**src/hw/rtl/rgb_led_uart_symbol_encoder_top_assert.svh**
```systemverilog
// Assertion macros for the RGB LED UART symbol encoder.
// Included by the encoder top module to check its own logic; depends on nothing else.
`ifndef RGB_LED_UART_SYMBOL_ENCODER_TOP_ASSERT_SVH
`define RGB_LED_UART_SYMBOL_ENCODER_TOP_ASSERT_SVH

// A condition that must hold in the same cycle as its trigger.
`define RLSE_ASSERT_IMPLY(label, clk, rst_n, ante, cons) \
    label: assert property (@(posedge clk) disable iff (!(rst_n)) (ante) |-> (cons)) \
        else $error("rlse assertion failed");

// A condition that must hold in the cycle after its trigger.
`define RLSE_ASSERT_NEXT(label, clk, rst_n, ante, cons) \
    label: assert property (@(posedge clk) disable iff (!(rst_n)) (ante) |=> (cons)) \
        else $error("rlse assertion failed");

`endif

```
**src/hw/rtl/rlse_pkg.sv**
```systemverilog
// Package for the RGB LED UART symbol encoder: beat types, register map
// and the percent to level conversion. Depends on nothing.
package rlse_pkg;

    localparam int unsigned CFG_ADDR_W    = 4;
    localparam int unsigned CFG_DATA_W    = 32;
    localparam int unsigned BYTES_PER_LED = 8;

    localparam logic [1:0] REG_LED_COUNT = 2'd0;
    localparam logic [1:0] REG_ONE_CODE  = 2'd1;
    localparam logic [1:0] REG_ZERO_CODE = 2'd2;

    localparam logic [7:0] RST_LED_COUNT = 8'd1;
    localparam logic [2:0] RST_ONE_CODE  = 3'd6;
    localparam logic [2:0] RST_ZERO_CODE = 3'd4;

    // Division by 100 done as a multiply by a rounded-up reciprocal and a shift;
    // exact for every numerator below 43690, well above the largest one here.
    localparam logic [15:0] LEVEL_RECIP = 16'd41944;
    localparam int unsigned LEVEL_SHIFT = 22;
    localparam logic [6:0]  PERCENT_MAX = 7'd100;

    typedef struct packed {
        logic [6:0] green_percent;
        logic [6:0] red_percent;
        logic [6:0] blue_percent;
    } t_led_in;

    typedef struct packed {
        logic [7:0] tx_byte;
        logic       frame_end;
        logic       led_last;
    } t_sym_out;

    // round(p * 255 / 100), saturating to full level above one hundred percent.
    function automatic logic [7:0] percent_to_level(input logic [6:0] p);
        logic [14:0] num;
        logic [30:0] prod;
        num  = ({p, 8'd0} - {8'd0, p}) + 15'd50;
        prod = {16'd0, num} * {15'd0, LEVEL_RECIP};
        if (p > PERCENT_MAX) begin
            return 8'hFF;
        end
        return prod[LEVEL_SHIFT +: 8];
    endfunction

endpackage

```
**src/hw/rtl/rgb_led_uart_symbol_encoder_top.sv**
```systemverilog
// Each LED beat (green, red, blue percent) is turned into eight UART bytes,
// three LED data bits per byte, sent one byte per clock while i_stall is low; the LED that completes
// a frame of led_count LEDs is followed by a ninth, trailer byte with frame_end
// set. All bytes pass through the single byte-wide serialiser feeding the output
// register. One LED waits in the input register while the previous one is
// serialised, so the next LED is loaded in the cycle the last byte leaves.
// A beat goes from the input register through the serialiser to the output
// register. Registers are written over APB: led_count at 0x0, one_bit_code at 0x4,
// zero_bit_code at 0x8; they should only be changed while no LED is in flight.
// Depends on rlse_pkg and rgb_led_uart_symbol_encoder_top_assert.svh.
module rgb_led_uart_symbol_encoder_top (
    input  logic                               i_clk,
    input  logic                               i_rst_n,
    input  logic                               i_valid,
    output logic                               o_stall,
    input  rlse_pkg::t_led_in                  i_data,
    output logic                               o_valid,
    input  logic                               i_stall,
    output rlse_pkg::t_sym_out                 o_data,
    input  logic                               psel,
    input  logic                               penable,
    input  logic                               pwrite,
    input  logic [rlse_pkg::CFG_ADDR_W-1:0]    paddr,
    input  logic [rlse_pkg::CFG_DATA_W-1:0]    pwdata,
    output logic [rlse_pkg::CFG_DATA_W-1:0]    prdata,
    output logic                               pready
);
    import rlse_pkg::*;

    `include "rgb_led_uart_symbol_encoder_top_assert.svh"

    localparam logic [3:0] IDX_LAST_DATA = 4'(BYTES_PER_LED - 1);
    localparam logic [3:0] IDX_TRAILER   = 4'(BYTES_PER_LED);

    // Configuration registers
    logic [7:0] r_led_count;
    logic [2:0] r_one_code;
    logic [2:0] r_zero_code;

    // Frame position
    logic [7:0] r_led_pos;
    logic [8:0] n_sent;
    logic       n_ends;

    // Input holding register
    logic    r_in_valid;
    t_led_in r_in;

    // Serialiser
    logic        r_busy;
    logic        r_ends;
    logic [3:0]  r_idx;
    logic [23:0] r_word;
    logic [23:0] n_word;

    // Output register
    logic     r_out_valid;
    t_sym_out r_out;
    t_sym_out n_out;

    logic out_adv;
    logic ser_last;
    logic ser_done;
    logic load;
    logic in_take;
    logic cfg_wr;

    logic [2:0] code_a;
    logic [2:0] code_b;
    logic [2:0] code_c;

    assign pready = 1'b1;
    assign cfg_wr = psel && penable && pwrite && pready;

    always_comb begin
        case (paddr[3:2])
            REG_LED_COUNT: prdata = {24'd0, r_led_count};
            REG_ONE_CODE:  prdata = {29'd0, r_one_code};
            REG_ZERO_CODE: prdata = {29'd0, r_zero_code};
            default:       prdata = '0;
        endcase
    end

    always_ff @(posedge i_clk) begin
        if (!i_rst_n) begin
            r_led_count <= RST_LED_COUNT;
            r_one_code  <= RST_ONE_CODE;
            r_zero_code <= RST_ZERO_CODE;
        end else if (cfg_wr) begin
            case (paddr[3:2])
                REG_LED_COUNT: r_led_count <= pwdata[7:0];
                REG_ONE_CODE:  r_one_code  <= pwdata[2:0];
                REG_ZERO_CODE: r_zero_code <= pwdata[2:0];
                default: ;
            endcase
        end
    end

    // Handshake and serialiser control
    assign out_adv  = !r_out_valid || !i_stall;
    assign ser_last = ((r_idx == IDX_LAST_DATA) && !r_ends) || (r_idx == IDX_TRAILER);
    assign ser_done = r_busy && out_adv && ser_last;
    assign load     = r_in_valid && (!r_busy || ser_done);
    assign o_stall  = r_in_valid && !load;
    assign in_take  = i_valid && !o_stall;

    // A position of 255 gives 256 sent, which ends the frame for every count.
    assign n_sent = {1'b0, r_led_pos} + 9'd1;
    assign n_ends = n_sent >= {1'b0, r_led_count};

    assign n_word = {percent_to_level(r_in.green_percent),
                     percent_to_level(r_in.red_percent),
                     percent_to_level(r_in.blue_percent)};

    always_ff @(posedge i_clk) begin
        if (in_take) begin
            r_in <= i_data;
        end
    end

    always_ff @(posedge i_clk) begin
        if (!i_rst_n) begin
            r_in_valid <= 1'b0;
            r_busy     <= 1'b0;
            r_ends     <= 1'b0;
            r_idx      <= '0;
            r_led_pos  <= '0;
        end else begin
            if (in_take) begin
                r_in_valid <= 1'b1;
            end else if (load) begin
                r_in_valid <= 1'b0;
            end

            if (load) begin
                r_busy    <= 1'b1;
                r_ends    <= n_ends;
                r_idx     <= '0;
                r_led_pos <= n_ends ? 8'd0 : n_sent[7:0];
            end else if (ser_done) begin
                r_busy <= 1'b0;
            end else if (r_busy && out_adv) begin
                r_idx <= r_idx + 4'd1;
            end
        end
    end

    // The level word shifts up by three bits for every byte sent.
    always_ff @(posedge i_clk) begin
        if (load) begin
            r_word <= n_word;
        end else if (r_busy && out_adv) begin
            r_word <= {r_word[20:0], 3'd0};
        end
    end

    // The earliest bit of a byte goes in its low two bits, the latest in the top three.
    assign code_c = r_word[23] ? r_one_code : r_zero_code;
    assign code_b = r_word[22] ? r_one_code : r_zero_code;
    assign code_a = r_word[21] ? r_one_code : r_zero_code;

    always_comb begin
        n_out.led_last  = ser_last;
        n_out.frame_end = (r_idx == IDX_TRAILER);
        if (r_idx == IDX_TRAILER) begin
            n_out.tx_byte = {r_zero_code, r_zero_code, r_zero_code[2:1]};
        end else begin
            n_out.tx_byte = {code_a, code_b, code_c[2:1]};
        end
    end

    always_ff @(posedge i_clk) begin
        if (!i_rst_n) begin
            r_out_valid <= 1'b0;
        end else if (r_busy && out_adv) begin
            r_out_valid <= 1'b1;
        end else if (!i_stall) begin
            r_out_valid <= 1'b0;
        end
    end

    always_ff @(posedge i_clk) begin
        if (r_busy && out_adv) begin
            r_out <= n_out;
        end
    end

    assign o_valid = r_out_valid;
    assign o_data  = r_out;

    `RLSE_ASSERT_IMPLY(a_trailer_is_last, i_clk, i_rst_n, r_out_valid && r_out.frame_end, r_out.led_last)
    `RLSE_ASSERT_IMPLY(a_no_trailer_idx, i_clk, i_rst_n, r_busy && !r_ends, r_idx <= IDX_LAST_DATA)
    `RLSE_ASSERT_IMPLY(a_stall_only_full, i_clk, i_rst_n, o_stall, r_in_valid && r_busy)
    `RLSE_ASSERT_IMPLY(a_frame_restarts, i_clk, i_rst_n, r_busy && r_ends, r_led_pos == 8'd0)
    `RLSE_ASSERT_NEXT(a_done_emits_last, i_clk, i_rst_n, ser_done, r_out_valid && r_out.led_last)

endmodule
```
**config.mk**
```make
export PLATFORM = sky130hd
export DESIGN_NAME = rgb_led_uart_symbol_encoder_top
export DESIGN_NICKNAME = d
export VERILOG_FILES = /design/src/hw/rtl/rlse_pkg.sv /design/src/hw/rtl/rgb_led_uart_symbol_encoder_top.sv
export VERILOG_INCLUDE_DIRS = /design/src /design/src/hw/rtl
export SDC_FILE = /design/constraint.sdc
export NUM_CORES = 1
export LEC_CHECK = 0
export ABC_AREA = 1
export BUFFER_PORTS_ARGS = -buffer_cell sky130_fd_sc_hd__buf_2
export CAP_MARGIN = 20
export CELL_PAD_IN_SITES_DETAIL_PLACEMENT = 1
export CELL_PAD_IN_SITES_GLOBAL_PLACEMENT = 1
export CORE_ASPECT_RATIO = 0.75
export CORE_MARGIN = 2
export CORE_UTILIZATION = 45
export DETAILED_ROUTE_END_ITERATION = 12
export PLACE_DENSITY_LB_ADDON = 0.1
export SLEW_MARGIN = 10
export SYNTH_ARGS = -nofsm -noshare
export SYNTH_HDL_FRONTEND = slang
export SYNTH_SLANG_ARGS = --single-unit
```
**constraint.sdc**
```tcl
create_clock -name i_clk -period 7 [get_ports i_clk]
set_clock_uncertainty 0.05 [all_clocks]
set_input_delay 0.7 -clock i_clk [delete_from_list [all_inputs] [get_ports i_clk]]
set_output_delay 0.7 -clock i_clk [all_outputs]
set_load 0.01 [all_outputs]
```
* Word level (Yosys, flattened, before mapping)
Cells that the tools add are included. W data, S select, Z words.
Operators by class: $add $sub $neg 8, $lt $le $gt $ge 4, muxes and demuxes 23, equality and inequality tests 5, $mul 3, shift operators 0, div/mod/pow operators 0, bitwise operators 2, reduce and logical (&&, ||, !) cells 26
Operators with widths (number):
- $mul A15 B13 Y27 const B | 3
- $mux W8 | 8
- $mux W24 | 2
- $add A15 B6 Y15 const B | 3
- $sub A15 B7 Y15 | 3
- $pmux W8 S3 | 1
- $gt A7 B7 Y1 const B | 3
- $add A8 B1 Y9 const B | 1
- $ge A9 B8 Y1 | 1
- $mux W1 | 9
- $mux W3 | 3
- $logic_and A1 B1 Y1 | 8
- $reduce_and A2 Y1 | 4
- $logic_not A1 Y1 | 6
- $reduce_bool A2 Y1 | 3
- $add A4 B1 Y4 const B | 1
- $eq A4 B3 Y1 const B | 1
- $eq A4 B4 Y1 const B | 1
- $logic_or A1 B1 Y1 | 3
- $eq A2 B1 Y1 const B | 1
- $eq A2 B2 Y1 const B | 1
- $logic_not A2 Y1 | 1
- $ne A2 B1 Y1 const B | 1
- $not A1 Y1 | 2
- $reduce_or A2 Y1 | 1
Word-level totals: memory bits (read-only) 0, input port bits 64, bits in writable memories 0, word-level logic and storage cells 87, flip-flop bits (word level) 85, memories kept 0, latch bits 0

* Depth between registers and ports, before layout
depth after elaboration 11, depth in mapped cells 33, mapped depth without buffers 33

* Least setup slack after synthesis
OpenSTA, ideal clock, no wires.
path type register -> register, start point register r_in[0] (netlist bit), end point register r_word[1] (data pin), period minus slack after synthesis 5648 ps, stages on the path, launching flop included 30, data arrival time 5342 ps, path slack 1352 ps, required time 6693 ps, setup time 257 ps, cell sequence edfxtp_1 > ha_1 > inv_1 > nand2_1 > nand2_1 > nand2_2 > nand4_1 > xor2_1 > inv_1 > ha_1 > inv_1 > fa_1 > inv_1 > fa_1 > fa_1 > inv_1 > fa_1 > inv_1 > ha_1 > nand2_1 > nor2_1 > inv_1 > nor3_1 > nand2_1 > nand2_1 > nand2_1 > nand3_1 > nand2_1 > nor2_1 > nor2_1
On the way: longest elaborated chain between the ends 5, elaborated cells on any way between the ends 7, classes of those cells add/sub (2); mul (1); order compare (1); mux (3)
Ends and longest elaborated chain:
- from (decl) | RTL line rgb_led_uart_symbol_encoder_top.sv:47 | t_led_in r_in;
- from (signal assigned) | RTL line rgb_led_uart_symbol_encoder_top.sv:117 | r_in <= i_data;
- $sub A15 B7 Y15 | RTL line rlse_pkg.sv:39 | num = ({p, 8'd0} - {8'd0, p}) + 15'd50;
- $add A15 B6 Y15 | RTL line rlse_pkg.sv:39
- $mul A15 B13 Y27 | RTL line rlse_pkg.sv:40 | prod = {16'd0, num} * {15'd0, LEVEL_RECIP};
- $mux W8 (*) | RTL line rlse_pkg.sv:44 | return prod[LEVEL_SHIFT +: 8];
- $mux W24 (*) | RTL line rgb_led_uart_symbol_encoder_top.sv:150 | if (load) begin
- to (signal assigned) | RTL line rgb_led_uart_symbol_encoder_top.sv:151 | r_word <= n_word;
- to (signal assigned) | RTL line rgb_led_uart_symbol_encoder_top.sv:153 | r_word <= {r_word[20:0], 3'd0};
- to (decl) | RTL line rgb_led_uart_symbol_encoder_top.sv:53 | logic [23:0] r_word;
Every way passes the cells marked *; elsewhere a longest branch is shown, timed or not. A chain may end at the register's enable or synchronous reset.

* Worst setup path after layout
start point register r_in[7] (netlist bit), end point register r_word[12] (data pin)
The elaborated chain is that of the path after synthesis.

==> metrics.csv <==
metric,value,unit
mappedNetlistArea,17300,µm²
io_pins,109,
grt_pass1_vias,14910,
dr.pass1.iters,4,
synthTopCellsByArea,"fa_1 23%, ha_1 23%, inv_1 14%",
ctsResizeCount,0,
crit_path_start,r_in[7],
critPathTopFamily,adder cells,
utilization,0.485,
synthCells,2208,
layout-drive-gt1-share,0.0566,
max-cap-violations,0,
htreeDepth,3,
hold_class,input pin to flop,
grt_usage,0.235,
synthMostInstantiatedCell,inv_1,
grt_setup_unrepaired,false,
crit_type,flop to flop,
setup-violations-final,0,
place_congestion,0.891,
syn_to_final_growth,6.79,%
finalCritPeriodShare,0.927,
slowest_delay,570,ps
hold_path_startpoint,i_data[19],
reg2reg_from,r_in[7],
ys_types,52,
required,7100,ps
vias_per_cell,4.97,
worst_pin_slew,786,ps
antenna_found_initial,0,
netlist.area_leader.share,0.229,
ff2ff_setup_slack,510,ps
synthTopCellsByCount,"626 x inv_1, 383 x nand2_1, 312 x ha_1, 197 x fa_1, 142 x nor2_1",
path_cells,ha_1 -> nor2_1 -> nand2_1 -> nand2_1 -> nand3_1 -> nand4_1 -> xor2_1 -> inv_1 -> fa_1 -> ha_1 -> fa_1 -> inv_1 -> fa_1 -> fa_1 -> inv_1 -> ha_1 -> a21oi_1 -> o21ai_0 -> a21oi_1 -> nand3_1 -> nand2_1 -> nand3_1 -> nand2_1 -> inv_1,
cp_max_fo,8,
layout_min_cycle_time,6490,ps
drc,0,
antenna_cells,0,
core_area,38000,µm²
clk_latency,390,ps
overflow,0,
initialDrtViolationCount,565,
yosys.area.top_type,fa_1,
dpl_cell_area,18100,µm²
clock_sinks,85,
avgSynthCellArea,7.82,µm²
fin_nets,2847,
cp_num_buf_inv,4,
fin_area,18400,µm²
post_cts.repair.setup_buffers,0,
wl_per_cell,16.0,µm
die_y,174,µm
grt_pass1_wl,75000,µm
fillers,4760,
die_w,230,µm
final-hold-violation-count,0,
cts_root_buffer,clkbuf_16,
yosysSeqAreaShare,0.131,
fmax,154,MHz
dp_hpwl,39900,µm
grt_max_degree,26,
cp-start-kind,flop,
slew_viol_final,0,
cts.clk_slew.worst_paths,80,ps
synth_edf_count,55,
ctsHoldBuffers,0,
io_buffers,57,
dieArea,39900,µm²
async_flop_share,0,
synth_ff_type,edfxtp_1,
wl,44600,µm
ant_nets,0,
cp-end-kind,flop,
cts_tree,built,
status,"finished, final reports clean",
relSlewSlack,0.476,
fp-row-count,62,
start_util,0.454,
arrival,6580,ps
synth_warnings,0,
vias,13867,
cts_buffers,9,
cts_buffer_depth,2,
ys_ff_latch,85,
slowest_stage,edfxtp_1,
tns,0,ps
-- cell usage in the layout (no fill, tap or decap), types with 20 or more instances in the layout --
| cell type | n |
|---|---|
| inv_1 | 626 |
| nand3_1 | 81 |
| nor2_1 | 142 |
| ha_1 | 312 |
| or2_2 | 20 |
| conb_1 | 25 |
| xor2_1 | 27 |
| a21oi_1 | 96 |
| fa_1 | 197 |
| nand2_1 | 383 |
| nand4_1 | 32 |
| buf_2 | 57 |
| o21ai_0 | 62 |
| edfxtp_1 | 55 |
| dfxtp_1 | 30 |
-- worst register-to-register path, delay by kind of cell, from the launching register on --
family                     cells  cell delay [ps]
AOI/OAI and AO/OA              3              700
xor gates and xnor gates       1              440
adders and majority gates      7             3170
buffers and inverters          4              440
DFF                            1              570
and+or+nand+nor                9              850
-- stage by stage --
step / cells / setup slack, ps / hold slack, ps
finish: 2791 / 514 / 427
global placement: 2774 / 645 / 417
detailed placement: 2774 / 508 / 430
floorplan: 2231 / 1350 / 401
global route: 2791 / 8.04 / 417
CTS: 2790 / 496 / 408
-- per-layer routing --
| metal | vias up | track usage | wire length (µm) |
|---|---|---|---|
| met1 | 6793 | 0.343 | 22900 |
| met3 | 23 | 0.0419 | 1900 |
| li1 | 6851 | - | - |
| met2 | 200 | 0.371 | 19300 |
| met4 | 0 | 0.0390 | 475 |
| met5 | - | 0 | 0 |
-- state kept, by name (all words and copies together) (netlist names) --
name and flops:
r_in_valid 1, r_one_code 3, r_in 21, r_led_pos 8, r_zero_code 3, r_led_count 8
o_data 10, r_idx 4, r_busy 1, r_ends 1, r_word 24, o_valid 1
-- area by class of cell --
cell class,count,area [µm²],share of cell area
Tap cell,512,641,0.0348
Multi-Input combinational cell,1478,12500,0.677
Sequential cell,85,2250,0.122
Clock inverter,7,81.3,0.00441
Clock buffer,9,225,0.0122
Inverter,632,2370,0.129
Timing Repair Buffer,68,388,0.0210
-- worst paths after layout --
check        cells after the start           end
max                             24    r_word[12]
min reg2reg                      2  r_led_pos[6]
min                              1      r_in[19]
max reg2reg                     24    r_word[12]
-- cell families (layout without fill, tap and decap cells) --
logic type,count (synthesis),count (layout),share of synthesized area
AND/OR/NAND/NOR,695,695,0.171
buffers and inverters,668,716,0.152
adder cells (fa/ha/maj),509,509,0.455
AO/OA/AOI/OAI,205,205,0.0672
flip-flops,85,85,0.131
XOR/XNOR,44,44,0.0243
other,2,25,0.000435
Power is left out: the tool's default activity adds up to more than one toggle a clock period on the data nets, which glitch-free logic cannot reach.
